File: config.mk
export PLATFORM = sky130hd
export DESIGN_NAME = ascii_to_morse_keying
export DESIGN_NICKNAME = d
export VERILOG_FILES = /design/src/amk_pkg.sv /design/src/amk_sequencer.sv /design/src/amk_datapath.sv /design/src/ascii_to_morse_keying.sv
export SDC_FILE = /design/constraint.sdc
export NUM_CORES = 1
export LEC_CHECK = 0
export BUFFER_PORTS_ARGS = -buffer_cell sky130_fd_sc_hd__buf_2
export CAP_MARGIN = 20
export CORE_MARGIN = 3
export CORE_UTILIZATION = 30
export CTS_BUF_LIST = sky130_fd_sc_hd__clkbuf_4 sky130_fd_sc_hd__clkbuf_8 sky130_fd_sc_hd__clkbuf_16
export CTS_CLUSTER_SIZE = 12
export DETAILED_ROUTE_END_ITERATION = 6
export PLACE_DENSITY_LB_ADDON = 0.3
export SKIP_CTS_REPAIR_TIMING = 1
export SYNTH_ARGS = -nofsm -noshare
export SYNTH_HDL_FRONTEND = slang
export SYNTH_SLANG_ARGS = --single-unit
File: constraint.sdc
create_clock -name aclk -period 4.05 [get_ports aclk]
set_clock_uncertainty 0.05 [all_clocks]
set_input_delay 0 -clock aclk [delete_from_list [all_inputs] [get_ports aclk]]
set_output_delay 0 -clock aclk [all_outputs]
set_load 0.005 [all_outputs]
File: src/amk_pkg.sv
`timescale 1ns / 1ps
`default_nettype none
// ----------------------------------------------------------------------------
// amk_pkg
// Shared types, constants and the Morse code table for the keying encoder.
// ----------------------------------------------------------------------------
package amk_pkg;

    localparam int CODE_MAX_LEN_DEFAULT = 6;
    localparam int PAT_W                = 8;
    localparam int LEN_W                = 4;

    localparam logic [7:0] CHAR_SPACE   = 8'h20;
    localparam logic [7:0] CHAR_UPPER_A = 8'h41;
    localparam logic [7:0] CHAR_UPPER_Z = 8'h5a;
    localparam logic [7:0] CASE_OFFSET  = 8'h20;

    localparam logic [1:0] MARK_NONE = 2'd0;
    localparam logic [1:0] MARK_DOT  = 2'd1;
    localparam logic [1:0] MARK_DASH = 2'd3;
    localparam logic [2:0] GAP_ELEM  = 3'd1;
    localparam logic [2:0] GAP_CHAR  = 3'd3;
    localparam logic [2:0] GAP_WORD  = 3'd4;

    // pattern holds the first element at bit len-1, 1 = dash
    typedef struct packed {
        logic             found;
        logic             is_space;
        logic [LEN_W-1:0] len;
        logic [PAT_W-1:0] pat;
    } morse_code_t;

    // datapath controls from the sequencer
    typedef struct packed {
        logic load;
        logic decode;
        logic emit;
    } amk_ctl_t;

    // datapath status back to the sequencer
    typedef struct packed {
        logic found;
        logic out_free;
        logic more;
    } amk_stat_t;

    function automatic morse_code_t mk(input logic [LEN_W-1:0] len,
                                       input logic [PAT_W-1:0] pat);
        morse_code_t r;
        r.found    = 1'b1;
        r.is_space = 1'b0;
        r.len      = len;
        r.pat      = pat;
        return r;
    endfunction

    function automatic morse_code_t morse_lookup(input logic [7:0] code_in);
        logic [7:0]  c;
        morse_code_t r;
        c = code_in;
        if (c >= CHAR_UPPER_A && c <= CHAR_UPPER_Z) begin
            c = c + CASE_OFFSET;
        end
        r = '0;
        case (c)
            CHAR_SPACE: begin
                r.found    = 1'b1;
                r.is_space = 1'b1;
                r.len      = LEN_W'(1);
            end
            8'h61: r = mk(4'd2, 8'b01);
            8'h62: r = mk(4'd4, 8'b1000);
            8'h63: r = mk(4'd4, 8'b1010);
            8'h64: r = mk(4'd3, 8'b100);
            8'h65: r = mk(4'd1, 8'b0);
            8'h66: r = mk(4'd4, 8'b0010);
            8'h67: r = mk(4'd3, 8'b110);
            8'h68: r = mk(4'd4, 8'b0000);
            8'h69: r = mk(4'd2, 8'b00);
            8'h6a: r = mk(4'd4, 8'b0111);
            8'h6b: r = mk(4'd3, 8'b101);
            8'h6c: r = mk(4'd4, 8'b0100);
            8'h6d: r = mk(4'd2, 8'b11);
            8'h6e: r = mk(4'd2, 8'b10);
            8'h6f: r = mk(4'd3, 8'b111);
            8'h70: r = mk(4'd4, 8'b0110);
            8'h71: r = mk(4'd4, 8'b1101);
            8'h72: r = mk(4'd3, 8'b010);
            8'h73: r = mk(4'd3, 8'b000);
            8'h74: r = mk(4'd1, 8'b1);
            8'h75: r = mk(4'd3, 8'b001);
            8'h76: r = mk(4'd4, 8'b0001);
            8'h77: r = mk(4'd3, 8'b011);
            8'h78: r = mk(4'd4, 8'b1001);
            8'h79: r = mk(4'd4, 8'b1011);
            8'h7a: r = mk(4'd4, 8'b1100);
            8'h30: r = mk(4'd5, 8'b11111);
            8'h31: r = mk(4'd5, 8'b01111);
            8'h32: r = mk(4'd5, 8'b00111);
            8'h33: r = mk(4'd5, 8'b00011);
            8'h34: r = mk(4'd5, 8'b00001);
            8'h35: r = mk(4'd5, 8'b00000);
            8'h36: r = mk(4'd5, 8'b10000);
            8'h37: r = mk(4'd5, 8'b11000);
            8'h38: r = mk(4'd5, 8'b11100);
            8'h39: r = mk(4'd5, 8'b11110);
            8'h2e: r = mk(4'd6, 8'b010101);  // full stop
            8'h2c: r = mk(4'd6, 8'b110011);  // comma
            8'h3f: r = mk(4'd6, 8'b001100);  // question mark
            8'h27: r = mk(4'd6, 8'b011110);  // apostrophe
            8'h21: r = mk(4'd6, 8'b101011);  // exclamation mark
            8'h2f: r = mk(4'd5, 8'b10010);   // slash
            8'h28: r = mk(4'd5, 8'b10110);   // open bracket
            8'h29: r = mk(4'd6, 8'b101101);  // close bracket
            8'h26: r = mk(4'd5, 8'b01000);   // ampersand
            8'h3a: r = mk(4'd6, 8'b111000);  // colon
            8'h3d: r = mk(4'd5, 8'b10001);   // equals
            8'h2b: r = mk(4'd5, 8'b01010);   // plus
            8'h2d: r = mk(4'd6, 8'b100001);  // hyphen
            8'h22: r = mk(4'd6, 8'b010010);  // double quote
            8'h40: r = mk(4'd6, 8'b011010);  // at sign
            default: r = '0;
        endcase
        return r;
    endfunction

endpackage
`default_nettype wire

File: src/amk_sequencer.sv
`timescale 1ns / 1ps
`default_nettype none
// ----------------------------------------------------------------------------
// amk_sequencer
// Step counter and control store; each step's word drives the datapath and
// picks the next step from one condition, input valid or a datapath status.
// ----------------------------------------------------------------------------
module amk_sequencer
    import amk_pkg::*;
(
    input  wire logic      aclk,
    input  wire logic      aresetn,
    input  wire logic      in_valid,
    output logic           in_ready,
    input  amk_stat_t      stat,
    output amk_ctl_t       ctl
);

    typedef logic [1:0] step_t;

    typedef enum logic [1:0] {
        COND_ACCEPT   = 2'd0,
        COND_FOUND    = 2'd1,
        COND_OUT_FREE = 2'd2,
        COND_MORE     = 2'd3
    } cond_t;

    typedef struct packed {
        logic  ready;
        logic  decode;
        logic  emit;
        cond_t cond;
        step_t on_true;
        step_t on_false;
    } ucode_t;

    localparam step_t STEP_FETCH  = 2'd0;
    localparam step_t STEP_DECODE = 2'd1;
    localparam step_t STEP_SEND   = 2'd2;
    localparam step_t STEP_NEXT   = 2'd3;

    function automatic ucode_t ucode_rom(input step_t step);
        ucode_t w;
        w = '0;
        unique case (step)
            STEP_FETCH: begin
                w.ready    = 1'b1;
                w.cond     = COND_ACCEPT;
                w.on_true  = STEP_DECODE;
                w.on_false = STEP_FETCH;
            end
            STEP_DECODE: begin
                w.decode   = 1'b1;
                w.cond     = COND_FOUND;
                w.on_true  = STEP_SEND;
                w.on_false = STEP_FETCH;
            end
            STEP_SEND: begin
                w.emit     = 1'b1;
                w.cond     = COND_OUT_FREE;
                w.on_true  = STEP_NEXT;
                w.on_false = STEP_SEND;
            end
            STEP_NEXT: begin
                w.cond     = COND_MORE;
                w.on_true  = STEP_SEND;
                w.on_false = STEP_FETCH;
            end
            default: w = '0;
        endcase
        return w;
    endfunction

    step_t  step_reg;
    step_t  step_next;
    ucode_t uw;
    logic   cond_hit;

    assign uw       = ucode_rom(step_reg);
    assign in_ready = uw.ready;

    assign ctl.load   = uw.ready & in_valid;
    assign ctl.decode = uw.decode;
    assign ctl.emit   = uw.emit;

    always_comb begin
        unique case (uw.cond)
            COND_ACCEPT:   cond_hit = in_valid;
            COND_FOUND:    cond_hit = stat.found;
            COND_OUT_FREE: cond_hit = stat.out_free;
            COND_MORE:     cond_hit = stat.more;
            default:       cond_hit = 1'b0;
        endcase
        step_next = cond_hit ? uw.on_true : uw.on_false;
    end

    always_ff @(posedge aclk) begin
        if (!aresetn) begin
            step_reg <= STEP_FETCH;
        end else begin
            step_reg <= step_next;
        end
    end

endmodule
`default_nettype wire

File: src/amk_datapath.sv
`timescale 1ns / 1ps
`default_nettype none
// ----------------------------------------------------------------------------
// amk_datapath
// Character register, table decode into pattern and element count, and the
// result output register.
// ----------------------------------------------------------------------------
module amk_datapath
    import amk_pkg::*;
#(
    parameter int CODE_MAX_LEN = CODE_MAX_LEN_DEFAULT
) (
    input  wire logic       aclk,
    input  wire logic       aresetn,
    input  amk_ctl_t        ctl,
    output amk_stat_t       stat,
    input  wire logic [7:0] char_code,
    output logic            out_valid,
    input  wire logic       out_ready,
    output logic [1:0]      mark_units,
    output logic [2:0]      gap_units,
    output logic            last_element
);

    localparam int CNT_W = $clog2(CODE_MAX_LEN + 1);
    localparam int IDX_W = $clog2(CODE_MAX_LEN);

    logic [7:0]              char_reg;
    logic [CODE_MAX_LEN-1:0] pat_reg;
    logic [CNT_W-1:0]        count_reg;
    logic                    space_reg;
    logic                    valid_reg;
    logic [1:0]              mark_reg;
    logic [2:0]              gap_reg;
    logic                    last_reg;

    morse_code_t             code;
    logic [CNT_W-1:0]        len_trunc;
    logic [PAT_W-1:0]        pat_full;
    logic [CNT_W-1:0]        cnt_m1;
    logic [IDX_W-1:0]        elem_idx;
    logic                    out_free;
    logic                    elem_last;
    logic                    elem_dash;

    assign code = morse_lookup(char_reg);

    // keep the first CODE_MAX_LEN elements of an over-long run
    always_comb begin
        if (int'(code.len) > CODE_MAX_LEN) begin
            len_trunc = CNT_W'(CODE_MAX_LEN);
        end else begin
            len_trunc = CNT_W'(code.len);
        end
        pat_full = code.pat >> (code.len - LEN_W'(len_trunc));
    end

    assign cnt_m1    = count_reg - CNT_W'(1);
    assign elem_idx  = cnt_m1[IDX_W-1:0];
    assign elem_dash = pat_reg[elem_idx];
    assign elem_last = (count_reg == CNT_W'(1));
    assign out_free  = !valid_reg || out_ready;

    assign stat.found    = code.found;
    assign stat.out_free = out_free;
    assign stat.more     = (count_reg != '0);

    always_ff @(posedge aclk) begin
        if (ctl.load) begin
            char_reg <= char_code;
        end
        if (ctl.decode) begin
            pat_reg   <= pat_full[CODE_MAX_LEN-1:0];
            count_reg <= len_trunc;
            space_reg <= code.is_space;
        end else if (ctl.emit && out_free) begin
            count_reg <= cnt_m1;
        end
        if (ctl.emit && out_free) begin
            if (space_reg) begin
                mark_reg <= MARK_NONE;
                gap_reg  <= GAP_WORD;
            end else begin
                mark_reg <= elem_dash ? MARK_DASH : MARK_DOT;
                gap_reg  <= elem_last ? GAP_CHAR : GAP_ELEM;
            end
            last_reg <= elem_last;
        end
    end

    always_ff @(posedge aclk) begin
        if (!aresetn) begin
            valid_reg <= 1'b0;
        end else if (ctl.emit && out_free) begin
            valid_reg <= 1'b1;
        end else if (out_ready) begin
            valid_reg <= 1'b0;
        end
    end

    assign out_valid    = valid_reg;
    assign mark_units   = mark_reg;
    assign gap_units    = gap_reg;
    assign last_element = last_reg;

endmodule
`default_nettype wire

File: src/ascii_to_morse_keying.sv
`timescale 1ns / 1ps
`default_nettype none
// ----------------------------------------------------------------------------
// ascii_to_morse_keying
// ASCII character in, Morse keying elements out, run by a microcoded sequencer.
// ----------------------------------------------------------------------------
// Each input item is one ASCII character; each output item is one keying
// element (mark length, gap length, tlast on the final element of the
// character). Upper case is folded to lower case, a space gives a single
// element with no mark and a four-unit gap, and characters outside the table
// give no output at all. The four-step control program runs fetch, decode,
// then a send and a next-element step per element; a character outside the
// table returns to fetch after decode. No new character is taken before
// fetch, and output back-pressure holds the send step until the output is free.
module ascii_to_morse_keying
    import amk_pkg::*;
#(
    parameter int CODE_MAX_LEN = CODE_MAX_LEN_DEFAULT
) (
    input  wire logic       aclk,
    input  wire logic       aresetn,
    input  wire logic       s_tvalid,
    output logic            s_tready,
    input  wire logic [7:0] s_tdata,   // [7:0] char_code
    output logic            m_tvalid,
    input  wire logic       m_tready,
    output logic [7:0]      m_tdata,   // [1:0] mark_units, [4:2] gap_units, [7:5] zero
    output logic            m_tlast    // last_element
);

    amk_ctl_t   ctl;
    amk_stat_t  stat;
    logic [1:0] mark_units;
    logic [2:0] gap_units;

    amk_sequencer u_seq (
        .aclk     (aclk),
        .aresetn  (aresetn),
        .in_valid (s_tvalid),
        .in_ready (s_tready),
        .stat     (stat),
        .ctl      (ctl)
    );

    amk_datapath #(
        .CODE_MAX_LEN (CODE_MAX_LEN)
    ) u_dp (
        .aclk         (aclk),
        .aresetn      (aresetn),
        .ctl          (ctl),
        .stat         (stat),
        .char_code    (s_tdata),
        .out_valid    (m_tvalid),
        .out_ready    (m_tready),
        .mark_units   (mark_units),
        .gap_units    (gap_units),
        .last_element (m_tlast)
    );

    assign m_tdata = {3'b000, gap_units, mark_units};

endmodule
`default_nettype wire

==> results of run 1 <==
[metrics by stage]
| step | instance area (um2) | hold slack, ns | setup WS [ns] | utilization |
|---|---|---|---|---|
| after floorplan | 2120 | 0.0489 | 1.61 | - |
| after global placement | 2240 | 0.128 | 1.20 | 0.340 |
| after detailed placement | 2240 | 0.128 | 1.15 | 0.340 |
| after CTS | 2310 | -0.161 | 1.13 | 0.351 |
| after global routing | 2410 | 0.0647 | 0.938 | 0.367 |
| final | 2410 | 0.0655 | 1.08 | 0.367 |
[power groups by stage]
stage,clock network [uW],logic [uW],registers (uW)
floorplan,0,184,343
global placement,0,215,363
detailed placement,0,213,363
CTS,219,214,357
global route,229,251,363
finish,212,226,357
[final cells by class]
type | instances | area [um2]
fill | 683 | 4160
inverter | 16 | 60.1
multi-input combinational | 186 | 1200
timing repair buffer | 32 | 215
sequential | 26 | 751
tap | 93 | 116
clock inverter | 1 | 30.0
clock buffer | 3 | 41.3
[per-layer routing]
layer  track usage  vias up  routed length (um)
met4        0.0332        0                  84
met3        0.0267        9                 370
met1         0.166      886                2210
li1              -      943                   -
met2         0.198       87                2380
met5             0        -                   0
[logic make-up (layout without fill, tap and decap cells)]
family	Yosys count	in the layout
buf+inv	37	52
flops	26	26
other cells	2	5
xor+xnor	4	4
fa+ha+maj	5	5
compound gates	78	78
mux	5	5
simple gates	89	89
[worst reg2reg max path, stage by stage, from the launching register on]
cell	delay [ns]
sky130_fd_sc_hd__edfxtp_1	0.92
sky130_fd_sc_hd__a21oi_1	0.18
sky130_fd_sc_hd__o311a_1	0.33
sky130_fd_sc_hd__nand2_1	0.34
sky130_fd_sc_hd__o22ai_1	0.15
sky130_fd_sc_hd__or4_1	0.56
sky130_fd_sc_hd__o21a_1	0.19
[how the worst min path moves through the flow]
stage               cells after the start  startpoint                to  slack [ns]
CTS                                     1  s_tdata[0]  u_dp.char_reg[0]       -0.16
global placement                        1  s_tdata[7]  u_dp.char_reg[7]        0.13
detailed placement                      1  s_tdata[0]  u_dp.char_reg[0]        0.13
global route                            3    s_tvalid  u_dp.char_reg[1]        0.06
finish                                  3    s_tvalid  u_dp.char_reg[1]        0.07
floorplan                               0  s_tdata[0]  u_dp.char_reg[0]        0.05
[cells in the mapped netlist, drive strengths merged, types with 2 or more instances]
master and instances:
a211oi 3, a21oi 20, a22oi 6, a2bb2oi 6, a31oi 4, and2 3
buf 10, clkbuf 11, conb 2, dfxtp 3, edfxtp 23, ha 5
inv 16, mux2i 3, nand2 14, nand2b 12, nand3 4, nand4 2
nor2 21, nor2b 8, nor3 7, nor4 5, o21a 2, o21ai 10
o221ai 2, o22ai 9, o32ai 3, or2 3, or3 2, xnor2 2
xor2 2
==> impl_metrics.ini, run 1 <==
[critical_path]
buf_inv_on_cp = 0
worst_ep_arrival_time_ns = 2.95
reg2reg_slack_ns = 1.08
worst_path_dominant_cell_family = flip-flops
timing.rr.end = u_dp.pat_reg[3]
cp-endpoint = u_dp.pat_reg[3]
worst_path_largest_cell_delay_ns = 0.92
worstSetupPathType = register to register
worst_setup_path_end_kind = register
timing.critical_path.fanout_max = 28
critical_path.reg2reg.startpoint = u_dp.char_reg[0]
crit_path_start_kind = register
worstPathCellList = a21oi_1 > o311a_1 > nand2_1 > o22ai_1 > or4_1 > o21a_1
r2r.worst_path.cells = 6
standard_cell_with_the_maximum_stage_delay_on_the_critical_path = sky130_fd_sc_hd__edfxtp_1
timing.critical_path.from = u_dp.char_reg[0]
critPathRequiredTime_ns = 4.03
cp.depth = 6

[grt]
initial_antenna_violation_count = 0
pin_count_of_the_biggest_net_entering_global_routing = 29
grt_pass1_wl_um = 8510
first_global_vias = 1819
global_route.overflow_total = 0
track_usage = 0.123

[final_layout]
synthToLayoutAreaGrowth_pct = 14.4
layout.cells.most_common_list = sky130_fd_sc_hd__edfxtp_1 (23), sky130_fd_sc_hd__nor2_1 (21), sky130_fd_sc_hd__a21oi_1 (20), sky130_fd_sc_hd__buf_2 (20), sky130_fd_sc_hd__inv_1 (16)
finalNetCount = 282
final_layout_size_suffix_gt1_frac = 0.133
largest_register_ff_count = 8
antenna-diode-count = 0
layout.cells.most_common = sky130_fd_sc_hd__edfxtp_1
layout.cells.non_filler = 357

[flow_run]
max-cap-violations = 0

[pwr]
power.switching_fraction = 0.302
sequentialPowerShare = 0.449
design_power_total_uw = 795
power.density_cell_area_nw_per_um2 = 330
part_of_the_total_power_dissipated_in_combinational_logic = 0.284
clock_power_share = 0.267
cellLeakagePower_uw = 0.000905
switchingPower_uw = 240
power.ir.vdd_worst_v = 0.000194
p_int_uw = 555

[floorplan]
die_height_um = 89.9
floorplan.initialDensity = 0.321
chipWidth_um = 89.9
floorplan.die_area_um2 = 8070
boundaryPins = 23
placementRows = 29
placeableCoreArea_um2 = 6570

[clocking]
clkLatencyLatePin_ns = 0.27
numClockSinks = 26
cts_buffer_count = 3
path_clk_slew_ns = 0.09
cts_tree = yes
cts-root-buf = sky130_fd_sc_hd__clkbuf_8
clock_tree.htree_level_count = 1
clock_tree.buffer_depth = 2

[sta]
fin_crit_sh = 0.732
max_clock_freq_ghz = 0.337
tns_ns = 0
final_period_minus_worst_setup_slack_ns = 2.97
slew_headroom = 0.350
worst-slew-pin-transition_ns = 0.966
finalSetupViolCount = 0
hold_viol_final = 0
rsz_0062_raised_after_global_routing = false
slew_viol_final = 0

[detailed_routing]
routedWlPerCell_um = 14.1
route.final.wire_length_um = 5040
viasPerCell = 5.39
route.antenna.remaining_nets = 0
dr.pass1.iters = 5
initial_drc_count = 139
routed-via-count = 1925
drt_drc_violations_left = 0

[logic_synthesis]
synth_top_area_cell = sky130_fd_sc_hd__edfxtp_1
synth_edf_count = 23
adder_cell_fraction_of_synth_area = 0.0297
synth-warning-count = 0
synth-seq-area-share = 0.356
ys_top_cells_by_area = sky130_fd_sc_hd__edfxtp_1 (33%), sky130_fd_sc_hd__a21oi_1 (4.7%), sky130_fd_sc_hd__nor2_1 (3.7%)
synth.mux.area_fraction = 0.0302
post_synth_instance_area_um2 = 2110
main_combinational_cell_family_by_area_after_synthesis = compound AO/OA/AOI/OAI gates
synth_simple_gate_area_frac = 0.226
synth-main-ff-cell = sky130_fd_sc_hd__edfxtp_1
synthArstFlopShare = 0
synth_compound_gate_area_share = 0.257
postSynthRegisterBits = 26
synthDistinctLibCells = 61
synth_xor_area_frac = 0.0166
netlist_instances = 246
post_synth.cell_area_avg_um2 = 8.58
netlist.area_leader.share = 0.327

[place]
finalWeightedCongestion = 0.889
detailed_place_hpwl_um = 3840
dp.cells = 342
port_buffers = 19

[worst_hold_path]
worstHoldPathType = input pin to register

[status]
status = completed
Note: power is estimated with default switching activity, not from simulation.
==> run 2, diff against run 1 <==
==> constraint.sdc (replaced) <==
create_clock -name aclk -period 2.8 [get_ports aclk]
set_clock_uncertainty 0.05 [all_clocks]
set_input_delay 0 -clock aclk [delete_from_list [all_inputs] [get_ports aclk]]
set_output_delay 0 -clock aclk [all_outputs]
set_load 0.005 [all_outputs]
==> impl_metrics.ini, run 2 (synthesized netlist as in run 1, its figures left out) <==
[grt]
global_route.overflow_total = 0
first_global_vias = 1782
pin_count_of_the_biggest_net_entering_global_routing = 27
initial_antenna_violation_count = 0
globalRouteMet1Util = 0.178
track_usage = 0.128
use_met2 = 0.194
grtUsageMet3 = 0.0242
grt_pass1_wl_um = 8730
busiest_layer = met2

[pwr]
p_int_uw = 814
power.ir.vdd_worst_v = 0.000283
clock_power_share = 0.266
sequentialPowerShare = 0.420
power.density_cell_area_nw_per_um2 = 471
switchingPower_uw = 356
cellLeakagePower_uw = 0.000947
part_of_the_total_power_dissipated_in_combinational_logic = 0.314
power.switching_fraction = 0.304

[sta]
tns_ns = 0
worst-slew-pin-transition_ns = 0.470
slew_headroom = 0.678
finalSetupViolCount = 0
fin_hold_ws_ns = 0.105
max_clock_freq_ghz = 0.407
final_period_minus_worst_setup_slack_ns = 2.46
slew_viol_final = 0
hold_viol_final = 0
fin_crit_sh = 0.878
rsz_0062_raised_after_global_routing = false

[detailed_routing]
initial_drc_count = 197
routedWlPerCell_um = 14.2
viasPerCell = 5.42
route.antenna.remaining_nets = 0
routed-via-count = 1982
dr.pass1.iters = 5
drt_drc_violations_left = 0
route.final.wire_length_um = 5220

[critical_path]
crit_path_start_kind = register
worst_setup_path_end_kind = register
worstSetupPathType = register to register
worst_ep_arrival_time_ns = 2.45
timing.critical_path.fanout_max = 8
critPathRequiredTime_ns = 2.79

[floorplan]
chipWidth_um = 89.9
boundaryPins = 23
placeableCoreArea_um2 = 6570
floorplan.die_area_um2 = 8070
die_height_um = 89.9
floorplan.initialDensity = 0.321
placementRows = 29

[final_layout]
finalNetCount = 291
largest_register_ff_count = 8
layout.cells.most_common_list = sky130_fd_sc_hd__edfxtp_1 (23), sky130_fd_sc_hd__nor2_1 (21), sky130_fd_sc_hd__a21oi_1 (20), sky130_fd_sc_hd__buf_2 (19), sky130_fd_sc_hd__inv_1 (16)
final_area_um2 = 2480
final_layout_size_suffix_gt1_frac = 0.161
synthToLayoutAreaGrowth_pct = 17.7
antenna-diode-count = 0
fill_cells = 655
layout.cells.most_common = sky130_fd_sc_hd__edfxtp_1

[clocking]
clock_tree.buffer_depth = 2
clock_tree.htree_level_count = 1
numClockSinks = 26
cts_buffer_count = 3
cts-root-buf = sky130_fd_sc_hd__clkbuf_8
clkLatencyLatePin_ns = 0.27
path_clk_slew_ns = 0.09
cts_tree = yes

[place]
detailed_place_hpwl_um = 3890
port_buffers = 19
dpl_cell_area_um2 = 2310
finalWeightedCongestion = 0.892

[worst_hold_path]
worstHoldPathType = input pin to register

[status]
status = completed

[flow_run]
max-cap-violations = 0
## run 2: cell types whose count changed in the layout (fill, tap and decap cells not counted), sizes merged
cell | before | now
buf | 22 | 31
## run 2: final timing paths
path | startpoint | endpoint | slack (ns) | cells past startpoint
max | u_dp.char_reg[4] | u_dp.pat_reg[3] | 0.34 | 6
min | s_tvalid | u_seq.step_reg[0] | 0.11 | 4
max reg2reg | u_dp.char_reg[4] | u_dp.pat_reg[3] | 0.34 | 6
min reg2reg | u_dp.space_reg | u_dp.gap_units[2] | 0.43 | 0
## run 2: per-layer routing
metal	wire [um]	share of wire
met5	0	0
met4	146	0.028
met3	306	0.059
met2	2400	0.46
met1	2360	0.45
## run 2: cell type report
type,instances,area (um2),share of cell area
clock inverter,1,30.0,0.0121
timing repair buffer,41,285,0.115
multi-input combinational,186,1200,0.483
tap,93,116,0.0469
inverter,16,60.1,0.0242
sequential,26,751,0.302
clock buffer,3,41.3,0.0166
## run 2: metrics by stage
step,instances,total power [uW],util,setup slack [ns]
after floorplan,249,762,-,0.357
after detailed placement,352,849,0.352,0.352
after global routing,366,1240,0.378,0.180
after global placement,352,850,0.352,0.364
final,366,1170,0.378,0.342
after CTS,356,1160,0.363,0.340
## run 2: critical path: stages (launching register included)
cell and delay (ns):
sky130_fd_sc_hd__edfxtp_1 0.39, sky130_fd_sc_hd__or3_4 0.42, sky130_fd_sc_hd__or2_4 0.27, sky130_fd_sc_hd__a31oi_4 0.25
sky130_fd_sc_hd__o22ai_1 0.10, sky130_fd_sc_hd__or4_1 0.56, sky130_fd_sc_hd__o21a_1 0.19
## run 2: power by group through the flow
stage,Clock [uW],Combinational [uW],Sequential [uW]
3_3_place_gp,0,350,500
2_1_floorplan,0,266,496
3_5_place_dp,0,348,501
6_report,312,367,491
4_1_cts,317,349,492
5_1_grt,333,408,497
